--- config.mk ---
export PLATFORM = sky130hd
export DESIGN_NAME = sacl_final
export DESIGN_NICKNAME = d
export VERILOG_FILES = /design/src/hdl/sacl_pkg.sv /design/src/hdl/sacl_final.sv
export SDC_FILE = /design/constraint.sdc
export NUM_CORES = 2
export LEC_CHECK = 0
export BUFFER_PORTS_ARGS = -buffer_cell sky130_fd_sc_hd__buf_4
export CORE_MARGIN = 2
export CORE_UTILIZATION = 40
export DETAILED_ROUTE_END_ITERATION = 6
export MAX_ROUTING_LAYER = met4
export PLACE_DENSITY_LB_ADDON = 0.05
export SLEW_MARGIN = 20
export SYNTH_ARGS = -nofsm -noshare
export SYNTH_HDL_FRONTEND = slang
export SYNTH_SLANG_ARGS = --single-unit
--- constraint.sdc ---
create_clock -name clk_i -period 10.26 [get_ports clk_i]
set_input_delay 1.026 -clock clk_i [delete_from_list [all_inputs] [get_ports clk_i]]
set_output_delay 1.026 -clock clk_i [all_outputs]
set_load 0.01 [all_outputs]
--- src/hdl/sacl_pkg.sv ---
`timescale 1ns / 1ps
package sacl_pkg;

  localparam int FracBits = 16;
  localparam int NumNodes = 7;
  localparam int DivStages = 10;
  // floor(x / 6) == (x * RecipSix) >> 34 for every x below 2^31.
  localparam logic [31:0] RecipSix = 32'd2863311531;
  localparam logic [6:0] WeightDivOdd = 7'd105;
  localparam logic signed [63:0] QMax = 64'sd2147483647;
  localparam logic signed [63:0] QMin = -64'sd2147483648;

  typedef logic [2:0] node_idx_t;
  localparam node_idx_t LastIdx = node_idx_t'(NumNodes - 1);

  typedef struct packed {
    logic signed [31:0] lin_x;
    logic signed [31:0] lin_y;
    logic signed [31:0] quad_x;
    logic signed [31:0] quad_y;
    logic signed [31:0] cubic_x;
    logic signed [31:0] cubic_y;
    logic [30:0]        span;
  } coef_t;

  typedef struct packed {
    logic       valid;
    logic       last;
    node_idx_t  idx;
    logic [30:0] u;
    coef_t      coef;
  } node_t;

  typedef struct packed {
    logic        valid;
    logic        last;
    node_idx_t   idx;
    logic        ovf;
    logic [30:0] span;
  } tag_t;

  function automatic logic signed [31:0] sat32(input logic signed [63:0] v);
    if (v > QMax) begin
      return 32'sh7fffffff;
    end else if (v < QMin) begin
      return 32'sh80000000;
    end
    return v[31:0];
  endfunction

  function automatic logic ovf32(input logic signed [63:0] v);
    return (v > QMax) || (v < QMin);
  endfunction

  function automatic logic [8:0] node_weight(input node_idx_t idx);
    logic [8:0] w;
    unique case (idx)
      3'd0, 3'd6: w = 9'd41;
      3'd1, 3'd5: w = 9'd216;
      3'd2, 3'd4: w = 9'd27;
      3'd3:       w = 9'd272;
      default:    w = 9'd0;
    endcase
    return w;
  endfunction

endpackage

--- src/hdl/sacl_final.sv ---
`timescale 1ns / 1ps
module sacl_final (
  input  logic            clk_i,
  input  logic            rst_ni,
  input  sacl_pkg::tag_t  tag_i,
  input  logic [31:0]     root_i,
  output logic            done_o,
  output logic [30:0]     arc_length_o,
  output logic            overflowed_o
);
  import sacl_pkg::*;

  function automatic logic [10:0] div_step(input logic [6:0] rem, input logic [3:0] bits);
    logic [7:0] r;
    logic [3:0] q;
    r = {1'b0, rem};
    q = '0;
    for (int b = 3; b >= 0; b--) begin
      r = {r[6:0], bits[b]};
      if (r >= 8'(WeightDivOdd)) begin
        r = r - 8'(WeightDivOdd);
        q[b] = 1'b1;
      end
    end
    return {r[6:0], q};
  endfunction

  tag_t        wtag_q;
  logic [40:0] wprod_q;
  logic        acc_valid_q;
  logic [42:0] acc_q, acc_d;
  logic        acc_ovf_q, acc_ovf_d;
  logic [30:0] acc_span_q;

  // Dividing by 840 is a shift by 3 then a long division by 105.
  logic        dv_valid_q [DivStages+1];
  logic        dv_ovf_q   [DivStages+1];
  logic [30:0] dv_span_q  [DivStages+1];
  logic [39:0] dv_x_q     [DivStages+1];
  logic [39:0] dv_quot_q  [DivStages+1];
  logic [6:0]  dv_rem_q   [DivStages+1];

  logic        m_valid_q, m_ovf_q;
  logic [62:0] m_prod_q;
  logic        o_valid_q, o_ovf_q;
  logic [30:0] o_len_q;
  logic [46:0] scaled;
  logic        too_big;

  assign acc_d = (wtag_q.idx == '0) ? 43'(wprod_q) : acc_q + 43'(wprod_q);
  assign acc_ovf_d = (wtag_q.idx == '0) ? wtag_q.ovf : (acc_ovf_q || wtag_q.ovf);

  always_ff @(posedge clk_i or negedge rst_ni) begin
    if (!rst_ni) begin
      wtag_q <= '0;
      acc_valid_q <= 1'b0;
    end else begin
      wtag_q <= tag_i;
      acc_valid_q <= wtag_q.valid && wtag_q.last;
    end
  end

  always_ff @(posedge clk_i) begin
    wprod_q <= 41'(root_i) * 41'(node_weight(tag_i.idx));
    if (wtag_q.valid) begin
      acc_q <= acc_d;
      acc_ovf_q <= acc_ovf_d;
      acc_span_q <= wtag_q.span;
    end
  end

  assign dv_valid_q[0] = acc_valid_q;
  assign dv_ovf_q[0] = acc_ovf_q;
  assign dv_span_q[0] = acc_span_q;
  assign dv_x_q[0] = acc_q[42:3];
  assign dv_quot_q[0] = '0;
  assign dv_rem_q[0] = '0;

  for (genvar j = 0; j < DivStages; j++) begin : g_div
    logic [10:0] step;
    assign step = div_step(dv_rem_q[j], dv_x_q[j][39 - 4 * j -: 4]);

    always_ff @(posedge clk_i or negedge rst_ni) begin
      if (!rst_ni) begin
        dv_valid_q[j+1] <= 1'b0;
      end else begin
        dv_valid_q[j+1] <= dv_valid_q[j];
      end
    end

    always_ff @(posedge clk_i) begin
      dv_ovf_q[j+1] <= dv_ovf_q[j];
      dv_span_q[j+1] <= dv_span_q[j];
      dv_x_q[j+1] <= dv_x_q[j];
      dv_quot_q[j+1] <= {dv_quot_q[j][35:0], step[3:0]};
      dv_rem_q[j+1] <= step[10:4];
    end
  end

  assign scaled = m_prod_q[62:16];
  assign too_big = scaled > 47'(QMax);

  always_ff @(posedge clk_i or negedge rst_ni) begin
    if (!rst_ni) begin
      m_valid_q <= 1'b0;
      o_valid_q <= 1'b0;
    end else begin
      m_valid_q <= dv_valid_q[DivStages];
      o_valid_q <= m_valid_q;
    end
  end

  always_ff @(posedge clk_i) begin
    m_prod_q <= 63'(dv_quot_q[DivStages][31:0]) * 63'(dv_span_q[DivStages]);
    m_ovf_q <= dv_ovf_q[DivStages];
    o_len_q <= too_big ? 31'h7fffffff : scaled[30:0];
    o_ovf_q <= m_ovf_q || too_big;
  end

  assign done_o = o_valid_q;
  assign arc_length_o = o_len_q;
  assign overflowed_o = o_ovf_q;

endmodule

* Word-level counts from Yosys, hierarchy flattened
Cells that the tools add are included.
Storage, ports and cells: output and inout port bits 33, bits of input ports 71, register bits after elaboration 969
Cells by class: equal/unequal tests 6, reduce and logical (&&, ||, !) cells 8, $lt $le $gt $ge 41, mux-type cells 74, $mul 2, add/sub/neg operators 40
Operators with widths (count):
- greater-or-equal comparator 8 x 7 -> 1 bit (second input constant) | 39
- two-way mux 7 bit | 39
- subtractor 7 bit (second input constant) | 38
- multiplier 32 x 31 -> 63 bit | 1
- > comparator 47 x 31 -> 1 bit (second input constant) | 1
- adder 43 x 41 -> 43 bit | 1
- multiplier 32 x 9 -> 41 bit | 1
- two-way mux 41 bit | 1
- case mux 9 bit (4 select lines) | 1
- two-way mux 1 bit | 33
- equality test 3 bit (second input constant) | 3
- greater-or-equal comparator 1 x 7 -> 1 bit (second input constant) | 1
- subtractor 1 x 7 -> 7 bit (second input constant) | 1
- equality test 3 x 2 -> 1 bit (second input constant) | 2
- zero test 3 bit | 2
- OR reduction 2 bit | 3
- equality test 3 x 1 -> 1 bit (second input constant) | 1
- logical OR 1 bit | 2
- logical AND 1 bit | 1

* Longest topological paths before layout
word-level depth 8, gate-level depth with buffers 31, depth with buffers taken out 30

* Worst setup path after synthesis
No wires, ideal clock.
path kind reg2reg, from reg dv_quot_q[1] in the netlist's numbering, to reg m_prod_q[60], stages on the path, launching flop included 27, required time 10.188 ns, buffers on the path 2, arrival time 7.676 ns, setup slack 2.512 ns, cell sequence dfxtp_1 > clkbuf_1 > clkbuf_1 > nand2_1 > fa_1 > fa_1 > inv_1 > fa_1 > fa_1 > fa_1 > fa_1 > fa_1 > inv_1 > fa_1 > inv_1 > ha_1 > and3_1 > and3_1 > and3_1 > a21o_1 > a221o_1 > o21ai_0 > a21oi_1 > or2_2 > a21o_1 > a21boi_0 > xnor2_1
Between the ends: cells in the longest elaborated chain, start to end 1
Ends and longest elaborated chain:
- start, declared | RTL line sacl_final.sv:40 | logic [39:0] dv_quot_q [DivStages+1];
- start signal, assigned by index | RTL line sacl_final.sv:95 | dv_quot_q[j+1] <= {dv_quot_q[j][35:0], step[3:0]};
- multiplier 32 x 31 -> 63 bit | RTL line sacl_final.sv:114 | m_prod_q <= 63'(dv_quot_q[DivStages][31:0]) * 63'(dv_span_q[DivStages]);
- end signal, assigned | RTL line sacl_final.sv:114
- end, declared | RTL line sacl_final.sv:44 | logic [62:0] m_prod_q;
Every way passes these cells. A chain may end at the register's enable or synchronous reset.

* Worst setup path in the final report
from reg dv_span_q[13] in the netlist's numbering, to reg m_prod_q[59]
Between the ends: cells in the longest elaborated chain, start to end 1
Ends and longest elaborated chain:
- start, declared | RTL line sacl_final.sv:38 | logic [30:0] dv_span_q [DivStages+1];
- start signal, assigned by index | RTL line sacl_final.sv:93 | dv_span_q[j+1] <= dv_span_q[j];
- multiplier 32 x 31 -> 63 bit | RTL line sacl_final.sv:114
Every way passes these cells.

==> results by group <==
Yosys
  • Distinct cells, synth: about 130
  • Asr flop ratio synth: under 10%
  • Dominant synthesized flop cell: dfxtp_1
  • Mapped Cells: 7139
  • FF+latch count, synth: 950
  • Largest area contributor in the netlist: fa_1
  • Syn Area/Cell: 10.02 µm²
  • Post-synth EDFFs: 75
  • Post-Syn Area: 0.07157 mm²
  • YS warnings: 0
  • Area contributors post-synth: fa_1 29%, dfxtp_1 23%, ha_1 7.9%, inv_1 6.5%, and2_1 4.9%
  • Synthesized Nets: 8706
  • Top cell type's share of synthesized area: 29.23%
  • Register area share after synthesis: 27.97%

Clock network
  • Hold buffers post-CTS: 0
  • CTS buffer count: 102
  • Post_cts resized: 0
  • Clock slew at reported path FFs: 0.06 ns
  • Setup Fix Bufs, Post-CTS: 0
  • Clock Latency Late Sink: 0.76 ns
  • H-tree levels: 3
  • CTS tree: yes
  • Clock buffer depth: 3
  • Clk sinks: 950
  • Root Driver: clkbuf_16

Setup path
  • CP max stage cell: dfxtp_1
  • Worst Path Buf+Inv: 7
  • CP Max Fanout: 20
  • CP top delay family: adder cells
  • Crit path DAT: 9.54 ns
  • CP endpoint kind: flop
  • Kind of critical path: reg2reg
  • Critical path launch point type: flop
  • Max incr delay on CP: 0.83 ns
  • Worst EP required: 10.90 ns
  • Cell mode on critical path: fa_1

STA
  • Period minus WS final: 8.908 ns
  • Worst Clk Skew: roughly 0.048 ns
  • Setup Viol. Count Final: 0
  • Worst-margin pin slew: about 1.1 ns
  • Slew HR: 24.94%
  • Tcrit/Tclk final: 86.83%
  • Setup_tns: 0 ns
  • Final Hold Viols: 0
  • FMAX: 112.3 MHz
  • RSZ-0062 raised after global routing: false
  • Fin. max-slew vios: 0

Global route
  • GR Util All Layers: 19.68%
  • Via count of the first global-routing pass: between 40k and 50k
  • Initial antenna violation count: 8
  • Largest net degree at the start of global routing: 51
  • Global-route wire length before repair: about 280000 µm
  • Grt ovf: 0

Die
  • Die Wd: 427.0 µm
  • Num rows: 155
  • Initial core utilization: 40.20%
  • Total Die Area: approximately 0.18 mm²
  • Die height: 427.0 µm
  • Num ports: about 100
  • Area of the core: around 0.18 mm²

Final layout
  • Total Nets Final: 8732
  • Layout cells sized above 1: 7.832%
  • Most frequent cells in the layout: 1239 x inv_1, 1045 x fa_1, 819 x dfxtp_1
  • Area Overhead vs Synth: 9.841%
  • Filler cells: 17.28k
  • Commonest non-fill, non-tap cell in the layout: inv_1

Place
  • Post-DP HPWL: 136500 µm
  • Final GP Congestion: 0.8680
  • PortBufs: 103

Routing
  • Final wirelength: 170200 µm
  • Drt first pass iters: 5
  • Residual DRC count: 0
  • Starting DRT DRC Count: 2205
  • Final ANT Viol Nets: 0
  • Routed len/inst: around 18 µm
  • Avg Vias per Cell: 4.871
  • Routed vias: between 40k and 50k

Min path
  • Type of the tightest min-delay check: reg2reg

Run
  • MaxCap Viol Count: 0

Run status
  • Status: complete, no violations
sequential cells by signal, indices dropped and copies added (netlist names), 31 cells and up:
| name | cells |
|---|---|
| dv_span_q | 310 |
| dv_x_q | 180 |
| dv_quot_q | 144 |
| dv_rem_q | 60 |
| m_prod_q | 47 |
| acc_q | 43 |
| wprod_q | 41 |
| wtag_q | 37 |
| acc_span_q | 31 |
| arc_length_o | 31 |
worst reg2reg max path, delay by kind of cell (launching register included):
family,cells,cell delay [ns]
adder cells (fa/ha/maj),9,4.25
AO/OA/AOI/OAI,10,2.61
flip-flops,1,0.83
buffers and inverters,7,0.66
AND/OR/NAND/NOR,2,0.37
XOR/XNOR,1,0.15
routing by layer:
metal  routed length, µm  GRT usage, %
met5                   0             -
met4                3034         4.202
met3                7840         3.024
met2               74990         29.89
met1               84330         27.80
cell type report:
cell class	instances	area [µm²]	share of cell area, %
diodes	1	2.502	0.003183
clock buffers	142	3049	3.879
clock inverters	49	643.1	0.8181
inverters	1248	4687	5.962
multi-input cells	4678	45860	58.34
flip-flops and latches	950	20030	25.48
well taps	2355	2947	3.748
repair buffers	185	1389	1.767
final timing paths:
kind                                 from              to  slack (ns)  cells after the start
setup / recovery            dv_span_q[13]    m_prod_q[59]        1.35                     29
hold / removal             dv_quot_q[242]  dv_quot_q[206]        0.30                      0
setup reg to reg            dv_span_q[13]    m_prod_q[59]        1.35                     29
hold reg to reg            dv_quot_q[242]  dv_quot_q[206]        0.30                      0
max in group asynchronous          rst_ni      wtag_q[36]        9.20                      1
min in group asynchronous          rst_ni       wtag_q[2]        0.38                      1
synth_stat cells, types with 19 or more instances:
cell	instances
o21a_1	29
mux2i_1	54
nor2b_1	48
nand4_1	30
xor2_1	55
a21o_1	83
a21oi_1	192
xnor2_1	160
inv_1	1239
and2_1	566
o21bai_1	25
o21ai_0	155
dfxtp_1	825
nor3_1	51
nand2_1	759
ha_1	451
nor2_1	213
dfrtp_1	50
or3_1	19
o31ai_1	19
or2_2	49
and3_1	28
a211oi_1	35
fa_1	1045
o211ai_1	34
clkbuf_1	237
nand2b_1	75
nand3_1	82
edfxtp_1	75
a31oi_1	42
cells by family after synthesis:
logic type      Yosys count  synth area share [%]
compound gates          867                 8.668
fa+ha+maj              1496                 37.12
simple gates           2017                 14.32
flops                   950                 27.97
mux                      79                 1.201
buf+inv                1511                 8.000
xor+xnor                219                 2.722
stage by stage:
step                std cells  area (µm²)  util (%)  hold slack [ns]  setup slack (ns)
CTS                      9607       78600     44.15           0.2654             1.250
global placement         9416       74910     42.07           0.3100             1.360
detailed placement       9416       74910     42.08           0.3121             1.263
floorplan                7139       71570         -           0.3096             2.512
finish                   9608       78610     44.15           0.2960             1.352
global route             9607       78610     44.15           0.2953            0.9274
Power is not shown: default switching activity piles up to over one toggle a cycle in this logic, so the estimate is an artifact.
