### src/hdl/sacl_pkg.sv
`timescale 1ns / 1ps
package sacl_pkg;

  localparam int FracBits = 16;
  localparam int NumNodes = 7;
  localparam int DivStages = 10;
  // floor(x / 6) == (x * RecipSix) >> 34 for every x below 2^31.
  localparam logic [31:0] RecipSix = 32'd2863311531;
  localparam logic [6:0] WeightDivOdd = 7'd105;
  localparam logic signed [63:0] QMax = 64'sd2147483647;
  localparam logic signed [63:0] QMin = -64'sd2147483648;

  typedef logic [2:0] node_idx_t;
  localparam node_idx_t LastIdx = node_idx_t'(NumNodes - 1);

  typedef struct packed {
    logic signed [31:0] lin_x;
    logic signed [31:0] lin_y;
    logic signed [31:0] quad_x;
    logic signed [31:0] quad_y;
    logic signed [31:0] cubic_x;
    logic signed [31:0] cubic_y;
    logic [30:0]        span;
  } coef_t;

  typedef struct packed {
    logic       valid;
    logic       last;
    node_idx_t  idx;
    logic [30:0] u;
    coef_t      coef;
  } node_t;

  typedef struct packed {
    logic        valid;
    logic        last;
    node_idx_t   idx;
    logic        ovf;
    logic [30:0] span;
  } tag_t;

  function automatic logic signed [31:0] sat32(input logic signed [63:0] v);
    if (v > QMax) begin
      return 32'sh7fffffff;
    end else if (v < QMin) begin
      return 32'sh80000000;
    end
    return v[31:0];
  endfunction

  function automatic logic ovf32(input logic signed [63:0] v);
    return (v > QMax) || (v < QMin);
  endfunction

  function automatic logic [8:0] node_weight(input node_idx_t idx);
    logic [8:0] w;
    unique case (idx)
      3'd0, 3'd6: w = 9'd41;
      3'd1, 3'd5: w = 9'd216;
      3'd2, 3'd4: w = 9'd27;
      3'd3:       w = 9'd272;
      default:    w = 9'd0;
    endcase
    return w;
  endfunction

endpackage

### src/hdl/sacl_isqrt.sv
`timescale 1ns / 1ps
module sacl_isqrt (
  input  logic            clk_i,
  input  logic            rst_ni,
  input  sacl_pkg::tag_t  tag_i,
  input  logic [63:0]     radicand_i,
  output sacl_pkg::tag_t  tag_o,
  output logic [31:0]     root_o
);
  import sacl_pkg::*;

  // One result bit per stage, most significant first.
  tag_t        tag_q [33];
  logic [63:0] rem_q [33];
  logic [63:0] res_q [33];

  assign tag_q[0] = tag_i;
  assign rem_q[0] = radicand_i;
  assign res_q[0] = '0;

  for (genvar i = 0; i < 32; i++) begin : g_stage
    localparam logic [63:0] Bit = 64'd1 << (62 - 2 * i);
    logic [63:0] trial;
    logic        take;
    assign trial = res_q[i] + Bit;
    assign take = rem_q[i] >= trial;

    always_ff @(posedge clk_i or negedge rst_ni) begin
      if (!rst_ni) begin
        tag_q[i+1] <= '0;
      end else begin
        tag_q[i+1] <= tag_q[i];
      end
    end

    always_ff @(posedge clk_i) begin
      rem_q[i+1] <= take ? (rem_q[i] - trial) : rem_q[i];
      res_q[i+1] <= take ? ((res_q[i] >> 1) + Bit) : (res_q[i] >> 1);
    end
  end

  assign tag_o = tag_q[32];
  assign root_o = res_q[32][31:0];

endmodule

### config.mk
export PLATFORM = sky130hd
export DESIGN_NAME = sacl_isqrt
export DESIGN_NICKNAME = d
export VERILOG_FILES = /design/src/hdl/sacl_pkg.sv /design/src/hdl/sacl_isqrt.sv
export SDC_FILE = /design/constraint.sdc
export NUM_CORES = 2
export LEC_CHECK = 0
export BUFFER_PORTS_ARGS = -buffer_cell sky130_fd_sc_hd__buf_2
export CAP_MARGIN = 10
export CORE_MARGIN = 3
export CORE_UTILIZATION = 40
export DETAILED_ROUTE_END_ITERATION = 7
export GPL_ROUTABILITY_DRIVEN = 0
export PLACE_DENSITY = 0.52
export SLEW_MARGIN = 20
export SYNTH_ARGS = -nofsm -noshare
export SYNTH_HDL_FRONTEND = slang
export SYNTH_SLANG_ARGS = --single-unit
### constraint.sdc
create_clock -name clk_i -period 4.8 [get_ports clk_i]
set_clock_uncertainty 0.1 [all_clocks]
set_input_delay 0.72 -clock clk_i [delete_from_list [all_inputs] [get_ports clk_i]]
set_output_delay 0.72 -clock clk_i [all_outputs]
set_load 0.02 [all_outputs]
Word-level counts from Yosys, hierarchy flattened
Cells that the tools add are included.
{"block": "word_totals", "regBits": 5183, "in_bits": 103, "output_inout_bits": 69, "elab_cells": 441}
{"block": "op_classes", "addsub": 93, "magnitude_cmp": 32, "n_mux": 63}
{"op": "64-bit greater-or-equal comparator", "n": 31}
{"op": "64-bit two-way mux", "n": 31}
{"op": "63-bit two-way mux", "n": 31}
{"op": "64-bit subtractor", "n": 30}
{"op": "63-bit by 11-bit adder with 64-bit output (second input constant)", "n": 1}
{"op": "63-bit by 13-bit adder with 64-bit output (second input constant)", "n": 1}
{"op": "63-bit by 15-bit adder with 64-bit output (second input constant)", "n": 1}
{"op": "63-bit by 17-bit adder with 64-bit output (second input constant)", "n": 1}
{"op": "63-bit by 19-bit adder with 64-bit output (second input constant)", "n": 1}
{"op": "63-bit by 21-bit adder with 64-bit output (second input constant)", "n": 1}
{"op": "63-bit by 23-bit adder with 64-bit output (second input constant)", "n": 1}
{"op": "63-bit by 25-bit adder with 64-bit output (second input constant)", "n": 1}
{"op": "63-bit by 27-bit adder with 64-bit output (second input constant)", "n": 1}
{"op": "63-bit by 29-bit adder with 64-bit output (second input constant)", "n": 1}
{"op": "63-bit by 3-bit adder with 64-bit output (second input constant)", "n": 1}
{"op": "63-bit by 31-bit adder with 64-bit output (second input constant)", "n": 1}
{"op": "63-bit by 33-bit adder with 64-bit output (second input constant)", "n": 1}
{"op": "63-bit by 35-bit adder with 64-bit output (second input constant)", "n": 1}
{"op": "63-bit by 37-bit adder with 64-bit output (second input constant)", "n": 1}
{"op": "63-bit by 39-bit adder with 64-bit output (second input constant)", "n": 1}
{"op": "63-bit by 41-bit adder with 64-bit output (second input constant)", "n": 1}
{"op": "63-bit by 43-bit adder with 64-bit output (second input constant)", "n": 1}
{"op": "63-bit by 45-bit adder with 64-bit output (second input constant)", "n": 1}
{"op": "63-bit by 47-bit adder with 64-bit output (second input constant)", "n": 1}
{"op": "45 further kinds", "n": 45}

Depth between registers and ports, before layout
{"block": "logic_depth", "word_depth": 3, "mapped_depth": 15, "mapped_depth_nobuf": 12}

Worst setup path after synthesis
Ideal clock, no wire load.
{"block": "synth_path", "kind": "reg-to-reg", "start": "register res_q[160] in the netlist's numbering", "end": "register rem_q[123] in the netlist's numbering", "arrival_ns": 3.122, "required_ns": 4.582, "setup_slack_ns": 1.459, "stages_incl_launch_ff": 14, "synth_period_minus_slack_ns": 3.341, "cell_sequence": "dfxtp_1 inv_1 ha_1 buf_2 or4bb_1 nor4_1 and4_1 or4b_4 a211oi_2 a21boi_2 buf_2 nor4_4 nand3_1 xnor2_1"}
{"block": "synth_via", "elab_chain_cells": 3, "word_cells_on_any_way": 4}
{"item": "start, declared", "line_no": "sacl_isqrt.sv:15", "rtl": "logic [63:0] res_q [33];"}
{"item": "start signal, assigned by index", "line_no": "sacl_isqrt.sv:38", "rtl": "res_q[i+1] <= take ? ((res_q[i] >> 1) + Bit) : (res_q[i] >> 1);"}
{"item": "64-bit by 3-bit adder with 64-bit output (*)", "line_no": "sacl_isqrt.sv:25", "rtl": "assign trial = res_q[i] + Bit;"}
{"item": "64-bit subtractor or 64-bit greater-or-equal comparator (tied branches)", "line_no": "sacl_isqrt.sv:37, sacl_isqrt.sv:26"}
{"item": "64-bit two-way mux (*)", "line_no": "sacl_isqrt.sv:37", "rtl": "rem_q[i+1] <= take ? (rem_q[i] - trial) : rem_q[i];"}
{"item": "end signal, assigned by index", "line_no": "sacl_isqrt.sv:37"}
{"item": "end, declared", "line_no": "sacl_isqrt.sv:14", "rtl": "logic [63:0] rem_q [33];"}
Mark *: on every way between the ends. The rest lies on a longest branch, timed or not.
A chain may end at the register's enable or synchronous reset.

Worst setup path after layout
{"block": "layout_path", "start": "register res_q[745] in the netlist's numbering", "end": "register rem_q[698] in the netlist's numbering"}
{"block": "layout_via", "elab_chain_cells": 3, "word_cells_on_any_way": 4}
{"item": "64-bit by 21-bit adder with 64-bit output (*)", "line_no": "sacl_isqrt.sv:25"}
{"item": "64-bit subtractor or 64-bit greater-or-equal comparator (tied branches)", "line_no": "sacl_isqrt.sv:37, sacl_isqrt.sv:26"}
{"item": "64-bit two-way mux (*)", "line_no": "sacl_isqrt.sv:37"}
Marked as above.

==> flow_metrics.tcl <==
set metrics [dict create \
    rows 205 \
    fin_crit_ps 4650 \
    final.fill_count 28200 \
    crit_slowest_cell "sky130_fd_sc_hd__nor4_1" \
    hold-path-cell-count 0 \
    timing.critical_path.to_type "flip-flop" \
    timing.slew.headroom_pct 27.7 \
    fraction_of_layout_cells_with_a_size_suffix_above_1_pct 8.71 \
    worst-slew-pin-transition_ps 1060 \
    hold_worst_slack_ps 144 \
    drtIter0Drc 7232 \
    h-tree-depth 5 \
    postPlaceCellArea_um2 132000 \
    synthSimpleGateAreaFrac_pct 11.9 \
    finalPower_uw 87500 \
    syn_inst 11000 \
    hold_path_class "flip-flop to flip-flop" \
    number_of_buffers_inserted_during_clock_tree_synthesis 372 \
    grt_setup_unrepaired "false" \
    synth_seq_cells 3696 \
    antenna_found_initial 49 \
    worst_path_most_repeated_cell "sky130_fd_sc_hd__nor4_1" \
    synth-async-reset-ratio_pct 32.0 \
    power_per_cell_area_nw_per_um2 601 \
    clock_tree.buffer_depth 4 \
    post-cts-setup-buffers 0 \
    syn_area_um2 126000 \
    leak_uw 0.0657 \
    timing.critical_path.max_delay_family "simple AND/OR/NAND/NOR gates" \
    setup_viol 0 \
    fin_area_um2 146000 \
    detail-route-antenna-nets 0 \
    synth_compound_gate_area_share_pct 9.30 \
    max_freq_mhz 215 \
    ir_worst_vdd_mv 0.350 \
    tns_ps 0 \
    cp.buffers_inverters 1 \
    chipHeight_um 567 \
    synth.area.top_cells "sky130_fd_sc_hd__dfxtp_1, sky130_fd_sc_hd__dfrtp_1, sky130_fd_sc_hd__ha_1" \
    clk_pin_slew_ps 60 \
    critical_path.cell_chain "inv_1 -> ha_1 -> and4b_1 -> nand4_1 -> nor4_1 -> nor3_1 -> o211ai_1 -> o2111ai_1 -> or3b_1 -> nor4_1 -> xor2_1" \
    length_of_the_first_detailed_routing_pass_in_iterations 8 \
    setup.worst_path.start_class "flip-flop" \
    slowest_delay_ps 800 \
    timing.critical_path.required_ps 5440 \
    post_synth_mux_area_share_pct 0.738 \
    route.vias.total 80600 \
    placeableCoreArea_um2 313000 \
    drc 1 \
    die_width_um 567 \
    timing.hold.worst_endpoint "tag_q[954]" \
    timing_hold_violations_final 0 \
    grt_overflow 0 \
    yosys.area.top_type "sky130_fd_sc_hd__dfxtp_1" \
    first_pass_grt_wire_length_mm 484 \
    fp.dieArea_um2 322000 \
    r2r_slack_ps 150 \
    synth-edff-count 0 \
    syn_avg_cell_area_um2 11.5 \
    failing_checks "DRC" \
    tritoncts "done" \
    critPathKind "flip-flop to flip-flop" \
    synthToLayoutAreaGrowth_pct 15.5 \
    dp_hpwl_mm 239 \
    fin_crit_sh_pct 96.8 \
    result_of_the_run "finished, violations left" \
    detail_route.vias_per_cell 5.07 \
    synth-warning-count 0 \
    finalNetCount 12100 \
    yosys.area.top_type_share_pct 39.9 \
    initial_core_util_pct 40.3 \
    cp.arrival_ps 5290 \
    path_max_fanout 8 \
    worst_r2r_startpoint "res_q[745]" \
    synth.lib_cells_used.distinct 96 \
    synth_xor_xnor_area_share_pct 6.11 \
    grtUsageTotal_pct 19.1 \
    avgRoutedWirePerCell_um 19.8 \
    worst_skew_pair.late_latency_ps 950 \
    synthesized_area_fraction_occupied_by_adder_cells_pct 5.54 \
    synth_fp_nets 11600 \
    ys_dominant_reg_cell "sky130_fd_sc_hd__dfxtp_1" \
    ff2ff_path_depth 11 \
    postRouteWirelength_mm 314 \
    r2r_end "rem_q[698]" \
    timing.hold.worst.start "tag_q[991]" \
    clkSinkCount 3696 \
    floorplan.io_pins 172 \
    final_max_slew_viol_count 0 \
    grt_start_max_net_pins 161 \
    numPortBuffers 171 \
    main_combinational_cell_family_by_area_after_synthesis "simple AND/OR/NAND/NOR gates" \
    synth_sequential_area_ratio_pct 63.4 \
    first_global_vias 80300 \
    ctsRootBufferMaster "sky130_fd_sc_hd__clkbuf_16" \
    max_cap_violations 0 \
]
==> where the power goes <==
| part | switching (uW) | total (uW) | leakage [uW] | internal [uW] |
|---|---|---|---|---|
| Clock | 12300 | 29600 | 0.00627 | 17400 |
| Sequential | 5120 | 41200 | 0.0348 | 36100 |
| Combinational | 9510 | 16600 | 0.0246 | 7140 |
==> per-layer routing <==
layer,vias to the layer above,routed length [um],GRT usage (%),share of wire [%]
met5,-,103,0,0.033
met3,538,20800,3.64,6.6
li1,38800,-,-,-
met4,16,8730,5.24,2.8
met2,2478,131000,28.3,42
met1,38800,153000,28.4,49
==> placed cells by master, fill, tap and decap left out, types with 106 or more instances in the layout <==
cell,Yosys,routed
sky130_fd_sc_hd__nor2_1,631,631
sky130_fd_sc_hd__clkbuf_16,0,377
sky130_fd_sc_hd__ha_1,558,558
sky130_fd_sc_hd__dfxtp_1,2512,2512
sky130_fd_sc_hd__dfrtp_1,1184,1184
sky130_fd_sc_hd__a21oi_1,599,599
sky130_fd_sc_hd__buf_2,25,170
sky130_fd_sc_hd__nor4_1,341,339
sky130_fd_sc_hd__nand4_1,182,182
sky130_fd_sc_hd__nor3_1,260,260
sky130_fd_sc_hd__or3_1,106,106
sky130_fd_sc_hd__inv_1,694,694
sky130_fd_sc_hd__o21ai_0,468,467
sky130_fd_sc_hd__nand3_1,195,195
sky130_fd_sc_hd__xnor2_1,511,511
sky130_fd_sc_hd__a21o_1,243,243
sky130_fd_sc_hd__xor2_1,368,368
sky130_fd_sc_hd__nand2_1,630,630
==> worst reg2reg max path, stage by stage (launching register included) <==
cell and delay, ps:
sky130_fd_sc_hd__dfxtp_1 430, sky130_fd_sc_hd__inv_1 70, sky130_fd_sc_hd__ha_1 430, sky130_fd_sc_hd__and4b_1 310, sky130_fd_sc_hd__nand4_1 300, sky130_fd_sc_hd__nor4_1 800, sky130_fd_sc_hd__nor3_1 150, sky130_fd_sc_hd__o211ai_1 310
sky130_fd_sc_hd__o2111ai_1 290, sky130_fd_sc_hd__or3b_1 550, sky130_fd_sc_hd__nor4_1 260, sky130_fd_sc_hd__xor2_1 490
==> sequential cells by signal, indices dropped and copies added, names as in the netlist <==
register	flops
tag_q	1147
root_o	32
rem_q	1984
res_q	496
tag_o	37
==> layout make-up <==
cell class / count / area, um2 / area share [%]
Antenna cell: 21 / 52.6 / 0.0361
Timing Repair Buffer: 348 / 2540 / 1.75
Clock inverter: 170 / 2220 / 1.53
Multi-Input combinational cell: 6307 / 42500 / 29.2
Tap cell: 4140 / 5180 / 3.56
Clock buffer: 519 / 10600 / 7.30
Sequential cell: 3696 / 79900 / 54.9
Inverter: 701 / 2630 / 1.81
==> how the worst max path moves through the flow <==
stage | startpoint | endpoint | slack [ps] | cells past startpoint
after global placement | res_q[727] | rem_q[698] | 460 | 11
after detailed placement | res_q[745] | rem_q[698] | 460 | 11
final | res_q[745] | rem_q[698] | 150 | 11
after CTS | res_q[745] | rem_q[698] | 440 | 11
after floorplan | res_q[160] | rem_q[123] | 1460 | 13
after global routing | res_q[746] | rem_q[698] | 90 | 11
==> stage by stage <==
stage,instances,util [%],setup slack [ps]
3_5_place_dp,15100,42.1,464
6_report,15900,46.6,153
3_3_place_gp,15100,42.1,462
5_1_grt,15900,46.5,94.1
2_1_floorplan,11000,-,1460
4_1_cts,15900,46.5,441
==> cell families (layout without fill, tap and decap cells) <==
group / after synthesis / after routing
DFF: 3696 / 3696
other: 0 / 21
buffers and inverters: 955 / 1738
adders and majority gates: 558 / 558
AOI/OAI and AO/OA: 1882 / 1882
and+or+nand+nor: 2904 / 2904
muxes: 84 / 84
xor gates and xnor gates: 879 / 879
==> synthesized netlist by cell type (all sizes together), types with 195 or more instances <==
master and number:
nor3 260, nand3 195, dfrtp 1184, inv 701, ha 558, nor2 631
nor4 343, xor2 368, xnor2 511, dfxtp 2512, o21ai 473, a21oi 599
nand2 630, a21o 243
==> repair_timing <==
action                                  CTS  global route
hold endpoints to repair                163             0
gates resized for setup                   0             0
endpoints found under the setup margin    0             0
hold buffers                            102             0
(Power assumes the default switching activity.)
