==> src/hdl/sacl_pkg.sv <==
`timescale 1ns / 1ps
package sacl_pkg;

  localparam int FracBits = 16;
  localparam int NumNodes = 7;
  localparam int DivStages = 10;
  // floor(x / 6) == (x * RecipSix) >> 34 for every x below 2^31.
  localparam logic [31:0] RecipSix = 32'd2863311531;
  localparam logic [6:0] WeightDivOdd = 7'd105;
  localparam logic signed [63:0] QMax = 64'sd2147483647;
  localparam logic signed [63:0] QMin = -64'sd2147483648;

  typedef logic [2:0] node_idx_t;
  localparam node_idx_t LastIdx = node_idx_t'(NumNodes - 1);

  typedef struct packed {
    logic signed [31:0] lin_x;
    logic signed [31:0] lin_y;
    logic signed [31:0] quad_x;
    logic signed [31:0] quad_y;
    logic signed [31:0] cubic_x;
    logic signed [31:0] cubic_y;
    logic [30:0]        span;
  } coef_t;

  typedef struct packed {
    logic       valid;
    logic       last;
    node_idx_t  idx;
    logic [30:0] u;
    coef_t      coef;
  } node_t;

  typedef struct packed {
    logic        valid;
    logic        last;
    node_idx_t   idx;
    logic        ovf;
    logic [30:0] span;
  } tag_t;

  function automatic logic signed [31:0] sat32(input logic signed [63:0] v);
    if (v > QMax) begin
      return 32'sh7fffffff;
    end else if (v < QMin) begin
      return 32'sh80000000;
    end
    return v[31:0];
  endfunction

  function automatic logic ovf32(input logic signed [63:0] v);
    return (v > QMax) || (v < QMin);
  endfunction

  function automatic logic [8:0] node_weight(input node_idx_t idx);
    logic [8:0] w;
    unique case (idx)
      3'd0, 3'd6: w = 9'd41;
      3'd1, 3'd5: w = 9'd216;
      3'd2, 3'd4: w = 9'd27;
      3'd3:       w = 9'd272;
      default:    w = 9'd0;
    endcase
    return w;
  endfunction

endpackage

==> src/hdl/sacl_issue.sv <==
`timescale 1ns / 1ps
module sacl_issue (
  input  logic               clk_i,
  input  logic               rst_ni,
  input  logic               start_i,
  input  sacl_pkg::coef_t    coef_i,
  output logic               busy_o,
  output sacl_pkg::node_t    node_o
);
  import sacl_pkg::*;

  node_t       node_q, node_d;
  logic [28:0] qh_q, qh_d;
  logic [2:0]  rh_q, rh_d;
  logic [2:0]  r_q, r_d;
  logic [62:0] recip_prod;
  logic [28:0] qh_in;
  logic [2:0]  rh_in;
  logic [3:0]  rsum;
  logic        wrap;
  logic        accept;

  assign busy_o = node_q.valid && (node_q.idx != LastIdx);
  assign accept = start_i && !busy_o;
  assign node_o = node_q;

  // Split the span into span/6 and its remainder, so each node position
  // follows from the previous one by an add and a small carry.
  assign recip_prod = 63'(coef_i.span) * 63'(RecipSix);
  assign qh_in = recip_prod[62:34];
  assign rh_in = 3'(coef_i.span - 31'(31'(qh_in) * 31'd6));
  assign rsum = 4'(r_q) + 4'(rh_q);
  assign wrap = rsum >= 4'd6;

  always_comb begin
    node_d = node_q;
    qh_d = qh_q;
    rh_d = rh_q;
    r_d = r_q;
    if (accept) begin
      node_d.valid = 1'b1;
      node_d.last = 1'b0;
      node_d.idx = '0;
      node_d.u = '0;
      node_d.coef = coef_i;
      qh_d = qh_in;
      rh_d = rh_in;
      r_d = '0;
    end else if (busy_o) begin
      node_d.idx = node_q.idx + 3'd1;
      node_d.last = (node_q.idx + 3'd1) == LastIdx;
      node_d.u = node_q.u + 31'(qh_q) + 31'(wrap);
      r_d = wrap ? 3'(rsum - 4'd6) : 3'(rsum);
    end else begin
      node_d.valid = 1'b0;
    end
  end

  always_ff @(posedge clk_i or negedge rst_ni) begin
    if (!rst_ni) begin
      node_q <= '0;
      qh_q <= '0;
      rh_q <= '0;
      r_q <= '0;
    end else begin
      node_q <= node_d;
      qh_q <= qh_d;
      rh_q <= rh_d;
      r_q <= r_d;
    end
  end

endmodule

==> config.mk <==
export PLATFORM = sky130hd
export DESIGN_NAME = sacl_issue
export DESIGN_NICKNAME = d
export VERILOG_FILES = /design/src/hdl/sacl_pkg.sv /design/src/hdl/sacl_issue.sv
export SDC_FILE = /design/constraint.sdc
export NUM_CORES = 1
export LEC_CHECK = 0
export BUFFER_PORTS_ARGS = -buffer_cell sky130_fd_sc_hd__buf_2
export CAP_MARGIN = 25
export CORE_AREA = 2 2 165 329
export DETAILED_ROUTE_END_ITERATION = 6
export DIE_AREA = 0 0 167 331
export PLACE_DENSITY = 0.68
export SLEW_MARGIN = 25
export SYNTH_ARGS = -nofsm -noshare
export SYNTH_HDL_FRONTEND = slang
export SYNTH_SLANG_ARGS = --single-unit
==> constraint.sdc <==
create_clock -name clk_i -period 5.3 [get_ports clk_i]
set_clock_uncertainty 0.05 [all_clocks]
set_input_delay 0.795 -clock clk_i [delete_from_list [all_inputs] [get_ports clk_i]]
set_output_delay 0.795 -clock clk_i [all_outputs]
set_load 0.02 [all_outputs]
Word level (Yosys, flattened, before mapping)
Index checks and enable logic that the tools add are counted.
- reduce and logical (&&, ||, !) cells: 4
- $add $sub $neg: 6
- multiplexer cells: 6
- multipliers: 2
- $lt $le $gt $ge: 1
- eq/ne operators: 3
- operator list (cell ; count):
    $mul A31 B32 Y63 const B ; 1
    $mux W36 ; 1
    $mux W35 ; 1
    $add A31 B1 Y31 ; 1
    $add A31 B29 Y31 ; 1
    $mul A29 B2 Y2 const B ; 1
    $mux W3 ; 3
    $add A3 B3 Y4 ; 1
    $ge A4 B3 Y1 const B ; 1
    $add A3 B1 Y3 const B ; 1
    $eq A3 B3 Y1 const B ; 1
    $ne A3 B3 Y1 const B ; 1
    $sub A3 B3 Y3 ; 1
    $sub A3 B3 Y3 const B ; 1
    $logic_and A1 B1 Y1 ; 2
    $ne A2 B1 Y1 const B ; 1
    $reduce_bool A2 Y1 ; 1
    $logic_not A1 Y1 ; 1
    $mux W1 ; 1
- output and inout port bits: 260
- logic and storage cells: 36
- register bits after elaboration: 294
- input port bits: 226

Logic depth before layout (Yosys ltp)
Gate-level depths: netlist (run 1).
- depth in word-level cells: 5
- gate-level depth with buffers: 29
- gate-level depth less buffers: 29

Least setup slack after synthesis (run 1)
No wires, ideal clock.
- path type: input -> register
- start point: input coef_i[7] (netlist name)
- end point: register rh_q[2]
- library setup time: 133 ps
- slack: -2238 ps
- stages on the path: 23
- arrival: 7355 ps
- required time: 5117 ps
- buffers on the path: 0
- path through: ha_1 > inv_1 > fa_1 > inv_1 > fa_1 > inv_1 > fa_1 > inv_1 > fa_1 > fa_1 > fa_1 > fa_1 > ha_1 > nand4_1 > or4_1 > a2111oi_2 > nor3_1 > xnor2_1 > ha_1 > xnor2_1 > xnor2_1 > xnor2_1 > o21ai_0
- longest elaborated chain between the ends: 3
- ends and longest elaborated chain (item ; RTL line ; text):
    start: declaration ; sacl_issue.sv:6 ; input sacl_pkg::coef_t coef_i,
    $mul A31 B32 Y63 ; sacl_issue.sv:29 ; assign recip_prod = 63'(coef_i.span) * 63'(RecipSix);
    via recip_prod[34] ; sacl_issue.sv:16 ; logic [62:0] recip_prod;
    $mul A29 B2 Y2 ; sacl_issue.sv:31 ; assign rh_in = 3'(coef_i.span - 31'(31'(qh_in) * 31'd6));
    $sub A3 B3 Y3 ; sacl_issue.sv:31 ;
    end signal: assignment ; sacl_issue.sv:68 ; rh_q <= rh_d;
    end: declaration ; sacl_issue.sv:14 ; logic [2:0] rh_q, rh_d;
The timed path passes the listed nets, and every way through them passes these cells.
A chain may end at the register's enable or synchronous reset.

Worst setup path after layout (run 1)
- start point: input coef_i[9] (netlist name)
- end point: register qh_q[22]
- longest elaborated chain between the ends: 1
- ends and longest elaborated chain (item ; RTL line ; text):
    $mul A31 B32 Y63 ; sacl_issue.sv:29 ;
    end signal: assignment ; sacl_issue.sv:67 ; qh_q <= qh_d;
    end: declaration ; sacl_issue.sv:13 ; logic [28:0] qh_q, qh_d;
Every way passes these cells.

==> out/qor.log, run 1 <==
INFO  floorplan      floorplan.initialDensity=0.449
INFO  global_routing grt_antenna_before_repair=13
INFO  floorplan      die_h=331µm
INFO  yosys          syn_avg_cell_area=9.55µm²
INFO  floorplan      ios=486
INFO  timing         timing.max_slew.rel_slack=0.362
INFO  yosys          synth_warnings=0
INFO  yosys          postSynthRegisterBits=293
INFO  timing         grt_setup_unrepaired=true
INFO  detailed_routing drc=0
INFO  detailed_routing route.detailed.vias_per_inst=5.12
INFO  floorplan      die_x=167µm
INFO  timing         report.final.setup_viol=31
INFO  global_routing grt_first_pass_wirelength=115mm
INFO  global_routing grt_overflow=0
INFO  critical_path  worst-setup-path-type=in -> reg
INFO  clocking       clk_root_buffer_cell=clkbuf_16
INFO  critical_path  endpoint_kind=register
INFO  run_status     outcome=finished, violations left
INFO  critical_path  reg2reg_slack=0.56ns
INFO  yosys          synth_top_cell_area_share=0.311
INFO  clocking       cts_sinks=293
INFO  timing         period_share=1.30
INFO  yosys          syn_inst=2471
INFO  job            max_cap_violations=0
INFO  yosys          async_flop_share=1.00
INFO  critical_path  most_frequent_cell_on_critical_path=fa_1
INFO  clocking       clk_path_buf_depth=3
INFO  run_status     violated_checks=negative setup slack
INFO  critical_path  worst_setup_path_start_kind=primary input
INFO  timing         final.min_clock_period=6.89ns
INFO  global_routing track_usage=0.268
INFO  finish         ratio_of_cells_with_drive_above_1_in_the_final_layout=0.287
INFO  detailed_routing antenna_left=0
INFO  yosys          synthMostInstantiatedCell=nand2_1
INFO  yosys          syn_area=23600µm²
INFO  timing         timing.final.ws_setup=-1.59ns
INFO  yosys          synth_nets=3250
INFO  critical_path  critPathArrivalTime=7.32ns
INFO  clocking       worst_setup_hold_path_clk_slew=0.06ns
INFO  clocking       cts-htree-levels=1
INFO  yosys          synth_cell_type_count=61
INFO  critical_path  largest_stage_delay_on_the_critical_path=0.57ns
INFO  critical_path  regToRegEndpoint=node_o[253]
INFO  critical_path  slowest_stage=fa_1
INFO  critical_path  worst-path-buf-inv=4
INFO  yosys          synth_common_cells=722 x nand2_1, 329 x ha_1, 296 x inv_1
INFO  yosys          synth-main-ff-cell=dfrtp_1
INFO  critical_path  critPathTopFamily=adder cells
INFO  timing         slew_violations=0
INFO  yosys          yosysSeqAreaShare=0.311
INFO  detailed_routing drt-wirelength-per-cell=19.5µm
INFO  timing         achievable-frequency=145MHz
INFO  place          port_buffers=485
INFO  place          detailed_placer_s_ending_hpwl=63.4mm
INFO  yosys          synth_largest_area_cell=dfrtp_1
INFO  timing         finalSetupTns=-43.41ns
INFO  detailed_routing dr.first_iter.drc_count=1055
INFO  critical_path  r2r_start=node_o[0]
INFO  finish         finish.net_count=4001
INFO  floorplan      die_area=55300µm²
INFO  critical_path  worst-endpoint-required=5.73ns
INFO  floorplan      rows=119
INFO  timing         worst_pin_slew=0.957ns
INFO  clocking       cts_buffers=29
INFO  clocking       worst_skew_pair.late_latency=0.60ns
INFO  floorplan      fp.coreArea=52600µm²
INFO  detailed_routing via_count=20100
INFO  global_routing via_count_of_the_first_global_routing_pass=21400
INFO  critical_path  crit_chain=buf_6 > ha_4 > inv_4 > fa_2 > inv_4 > fa_2 > buf_12 > fa_1 > fa_1 > fa_1 > fa_1 > fa_1 > ha_4 > nand4_1 > or4_4 > a2111oi_4 > nor3_4 > o31a_1 > a2bb2oi_2 > o21ai_4 > a31o_4 > nand3_2
INFO  finish         area.growth.synth_to_final=30.0%
INFO  critical_path  critical_path.max_fanout=4
INFO  detailed_routing finalWirelength=76.2mm
INFO  min_path       hp-class=in -> async
INFO  yosys          synth_top_cells_by_area=dfrtp_1 31%, fa_1 19%, ha_1 17%, nand2_1 11%, inv_1 4.7%
INFO  place          place_congestion=0.960
INFO  critical_path  worst_r2r_path_depth=17
INFO  detailed_routing drtPass1Iterations=5
INFO  yosys          number_of_synthesized_flops_with_an_enable_pin=0
INFO  clocking       cts_tree=built
INFO  timing         final_hold_viol_count=0
INFO  global_routing largest_net_degree_at_the_start_of_global_routing=160
## how the worst max path moves through the flow
stage | startpoint | end | slack, ns | depth (start not counted)
2_1_floorplan | coef_i[9] | rh_q[2] | -1.82 | 23
3_3_place_gp | coef_i[9] | qh_q[27] | -2.28 | 23
3_5_place_dp | coef_i[9] | qh_q[27] | -2.38 | 23
4_1_cts | coef_i[9] | qh_q[22] | -1.57 | 22
5_1_grt | coef_i[9] | qh_q[25] | -1.75 | 25
6_report | coef_i[9] | qh_q[22] | -1.59 | 22
## what timing repair did
item / 4_1_cts / 5_1_grt
buffers inserted: 16 / 9
hold buffers: 0 / 0
pin swaps: 27 / 22
resized for setup: 53 / 38
setup endpoints to repair: 31 / 31
## cells in the final DEF, fill, tap and decap left out, types with 14 or more instances in the layout
master | netlist | layout
nand2_1 | 722 | 719
buf_2 | 0 | 482
ha_1 | 329 | 319
dfrtp_1 | 293 | 293
inv_1 | 296 | 291
buf_4 | 1 | 284
fa_1 | 224 | 216
a21o_1 | 61 | 61
o21ai_0 | 80 | 56
a21oi_1 | 63 | 51
xnor2_1 | 48 | 35
clkbuf_16 | 0 | 29
xor2_1 | 27 | 26
nor2_1 | 25 | 24
o21ai_1 | 4 | 22
nand3_1 | 21 | 20
nand3b_1 | 19 | 19
buf_6 | 0 | 19
nand4_1 | 14 | 14
## layer usage
metal  part of all wire  vias up  routed length [µm]  GRT usage
met1               0.34     9715               25500      0.266
met3              0.045      206                3450     0.0349
met2               0.55      654               41600      0.521
met4              0.074        6                5610      0.167
li1                   -     9475                   -          -
met5            0.00041        -                  31          0
## registers in the layout (all words and copies together) (netlist names)
name	cells
node_o	259
r_q	3
rh_q	2
qh_q	29
## cell type report
cell class,instances,area [µm²]
multi-input combinational,1806,15400
clock inverter,11,151
timing repair buffer,796,4970
clock buffer,38,820
antenna,11,27.5
inverter,296,1120
tap,665,832
sequential,293,7330
fill,4591,21900
## logic make-up (layout without fill, tap and decap cells)
| logic type | count (synthesis) | count (layout) | synth area share |
|---|---|---|---|
| other | 0 | 11 | 0 |
| and+or+nand+nor | 864 | 864 | 0.150 |
| AOI/OAI and AO/OA | 312 | 312 | 0.0870 |
| buffers and inverters | 372 | 1141 | 0.0593 |
| DFF | 293 | 293 | 0.311 |
| muxes | 2 | 2 | 0.000955 |
| xor gates and xnor gates | 75 | 75 | 0.0278 |
| adders and majority gates | 553 | 553 | 0.365 |
## metrics by stage
step / setup WS [ns] / hold WS [ns] / utilization / area (µm²) / instances
after floorplan: -1.82 / 0.403 / - / 23800 / 2471
after detailed placement: -2.38 / 0.406 / 0.552 / 29000 / 3835
after CTS: -1.57 / 0.0185 / 0.577 / 30300 / 3899
after global placement: -2.28 / 0.402 / 0.552 / 29000 / 3835
after global routing: -1.75 / 0.0320 / 0.583 / 30700 / 3914
final: -1.59 / 0.0291 / 0.583 / 30700 / 3916
Power of run 1 is left out: the tool's default activity adds up to more than one toggle a clock period on the data nets, which glitch-free logic cannot reach.
==> inputs of run 2 (changes only) <==
--- a/config.mk
+++ b/config.mk
@@ -10,7 +10,7 @@
 export CORE_AREA = 2 2 165 329
 export DETAILED_ROUTE_END_ITERATION = 6
 export DIE_AREA = 0 0 167 331
-export PLACE_DENSITY = 0.68
+export PLACE_DENSITY = 0.71
 export SLEW_MARGIN = 25
 export SYNTH_ARGS = -nofsm -noshare
 export SYNTH_HDL_FRONTEND = slang
==> constraint.sdc (replaced) <==
create_clock -name clk_i -period 6.3 [get_ports clk_i]
set_clock_uncertainty 0.05 [all_clocks]
set_input_delay 0.945 -clock clk_i [delete_from_list [all_inputs] [get_ports clk_i]]
set_output_delay 0.945 -clock clk_i [all_outputs]
set_load 0.02 [all_outputs]
==> run 2 against run 1 <==
  * The run still ends with negative setup slack left
  * Critical endpoint is now qh_q[6]
  * Utilization fell by 0.94 points
  * Die area did not move
  * Routed wire length fell by 2.2%
  * Global-route usage fell by 0.55 points
  * Setup slack improved by 0.81 ns
  * Via count barely moved
  * Cell area fell by 1.6%
  * Highest routed layer unchanged
  * Count of clock-buffer cells in the layout rose by 1
  * Flip-flop and latch count did not move
  * Largest cell class unchanged
  * First-iteration DRC count rose by 2.3%
  * Non-clock buffer count fell by 26
  * Worst hold slack improved by 0.32 ns
==> out/qor.log, run 2 (synthesis gave the netlist of run 1 again) <==
INFO  global_routing largest_net_degree_at_the_start_of_global_routing=168 [+5.0%]
INFO  global_routing grt_antenna_before_repair=17 [+4]
INFO  critical_path  worst_r2r_path_depth=17 [unchanged]
INFO  place          detailed_placer_s_ending_hpwl=61.9mm [-2.4%]
INFO  floorplan      die_x=167µm [unchanged]
INFO  critical_path  endpoint_kind=register
INFO  critical_path  critPathArrivalTime=7.48ns [+0.16 ns]
INFO  place          place_congestion=0.947 [-1.4%]
INFO  timing         report.final.setup_viol=31 [unchanged]
INFO  clocking       clk_path_buf_depth=3 [unchanged]
INFO  finish         area.growth.synth_to_final=27.9%
INFO  global_routing track_usage=0.262 [-0.00553]
INFO  clocking       cts_tree=built
INFO  finish         largest_register_ff_count=259 [unchanged]
INFO  critical_path  r2r_start=node_o[0]
INFO  timing         worst_pin_slew=0.889ns [-0.0675 ns]
INFO  finish         fill_cells=4630 [+0.85%]
INFO  clocking       cts_sinks=293 [unchanged]
INFO  timing         grt_setup_unrepaired=true
INFO  floorplan      floorplan.initialDensity=0.449 [unchanged]
INFO  global_routing grt_first_pass_wirelength=114mm [-1.3%]
INFO  detailed_routing drc=0 [unchanged]
INFO  clocking       clk_root_buffer_cell=clkbuf_16
INFO  timing         timing.final.ws_setup=-0.774ns [+0.811 ns]
INFO  critical_path  cp-startpoint=coef_i[9]
INFO  critical_path  worst_setup_path_start_kind=primary input
INFO  clocking       cts_buffers=29 [unchanged]
INFO  finish         finish.net_count=3975 [-0.65%]
INFO  clocking       holdBufCountCts=0 [unchanged]
INFO  run_status     violated_checks=negative setup slack
INFO  finish         mostFrequentLayoutCell=nand2_1
INFO  run_status     outcome=finished, violations left
INFO  timing         final.min_clock_period=7.07ns
INFO  clocking       worst_setup_hold_path_clk_slew=0.08ns [+0.02 ns]
INFO  global_routing grt_overflow=0 [unchanged]
INFO  clocking       worst_skew_pair.late_latency=0.59ns [about the same]
INFO  floorplan      rows=119 [unchanged]
INFO  floorplan      fp.coreArea=52600µm² [unchanged]
INFO  timing         timing.max_slew.rel_slack=0.407 [+0.0450]
INFO  place          port_buffers=485 [unchanged]
INFO  clocking       cts-htree-levels=1 [unchanged]
INFO  detailed_routing drtPass1Iterations=5 [unchanged]
INFO  global_routing via_count_of_the_first_global_routing_pass=21500 [+0.45%]
INFO  detailed_routing drt-wirelength-per-cell=19.1µm [-1.8%]
INFO  finish         highest_count_cells_in_the_layout_ignoring_fill_and_taps=720 x nand2_1, 482 x buf_2, 317 x ha_1
INFO  critical_path  worst-endpoint-required=6.71ns [+0.98 ns]
INFO  detailed_routing finalWirelength=74.5mm [-2.2%]
INFO  critical_path  reg2reg_slack=1.62ns [+1.06 ns]
INFO  min_path       hp-class=in -> async
INFO  place          placed_cells=3820 [-0.39%]
INFO  finish         post-route-util=0.574 [-0.00940]
INFO  critical_path  critical_path.max_fanout=5 [+1]
INFO  detailed_routing antenna_left=0 [unchanged]
INFO  job            max_cap_violations=0 [unchanged]
INFO  finish         ratio_of_cells_with_drive_above_1_in_the_final_layout=0.276 [-0.0104]
INFO  detailed_routing via_count=20100 [-0.020%]
INFO  floorplan      die_h=331µm [unchanged]
INFO  floorplan      die_area=55300µm² [unchanged]
INFO  critical_path  regToRegEndpoint=node_o[251]
INFO  critical_path  setup.worst_path.end=qh_q[6]
INFO  finish         final-instance-count-excl-fill=3899 [-0.43%]
INFO  critical_path  worst-setup-path-type=in -> reg
INFO  timing         period_share=1.12
INFO  detailed_routing dr.first_iter.drc_count=1079 [+2.3%]
INFO  floorplan      ios=486 [unchanged]
INFO  detailed_routing route.detailed.vias_per_inst=5.14 [+0.42%]
INFO  timing         final_hold_viol_count=0 [unchanged]
INFO  timing         achievable-frequency=141MHz
INFO  timing         slew_violations=0 [unchanged]
run 2: cell types whose count changed in the layout (fill, tap and decap cells not counted), moves of 3 or more:
cell,change
o21ai_1,-3
diode_2,+6
buf_4,-9
a21oi_1,+3
xnor2_2,-9
a21oi_2,-3
o21ai_0,+6
xnor2_1,+11
buf_6,-12
buf_12,-5
o21ai_4,-3
run 2: stage by stage:
step	TNS (ns)	hold slack, ns	instance area, µm²	setup slack [ns]
final	-17.34	0.353	30200	-0.774
after global routing	-22.94	0.398	30200	-0.913
after detailed placement	-39.50	0.406	28900	-1.53
after global placement	-37.36	0.401	28900	-1.42
after floorplan	-20.64	0.403	23800	-0.975
after CTS	-18.04	0.342	30100	-0.790
run 2: worst min path at each step:
stage                     startpoint          end  slack [ns]  depth (start not counted)
after detailed placement  node_o[84]   node_o[84]        0.41                          2
final                         rst_ni       r_q[0]        0.35                          1
after global placement    node_o[76]   node_o[76]        0.40                          2
after floorplan             qh_q[26]     qh_q[26]        0.40                          2
after CTS                     rst_ni  node_o[185]        0.34                          1
after global routing          rst_ni       r_q[2]        0.40                          1
run 2: area by class of cell:
type                            count  area (µm²)  share of cell area
Sequential cell                   293        7330               0.243
Tap cell                          665         832              0.0276
Clock buffer                       39         813              0.0270
Antenna cell                       17        42.5             0.00141
Timing Repair Buffer              770        4670               0.155
Inverter                          296        1120              0.0371
Multi-Input combinational cell   1806       15200               0.505
Clock inverter                     13         118             0.00390
run 2: critical path: stages:
cell and delay, ns:
buf_6 0.10, ha_4 0.27, inv_4 0.04, fa_2 0.54
inv_4 0.05, fa_2 0.64, fa_1 0.49, fa_1 0.60
fa_1 0.45, fa_1 0.49, fa_1 0.52, ha_4 0.29
nand4_1 0.13, or4_4 0.56, a2111oi_4 0.26, nor3_4 0.13
o31a_1 0.33, buf_4 0.14, o21bai_1 0.14, xor2_1 0.08
mux2_4 0.25
run 2: what timing repair did:
item                                    4_1_cts  5_1_grt
pin swaps                                    30        6
buffers inserted                              9        1
endpoints found under the setup margin       31       31
resized for setup                            36       11
run 2: routing by layer:
| layer | GRT usage | share of wire |
|---|---|---|
| met4 | 0.168 | 0.067 |
| met3 | 0.0498 | 0.058 |
| met2 | 0.487 | 0.53 |
| met1 | 0.268 | 0.34 |
| met5 | 0 | 0.00031 |
Power of run 2 is left out for the same reason.
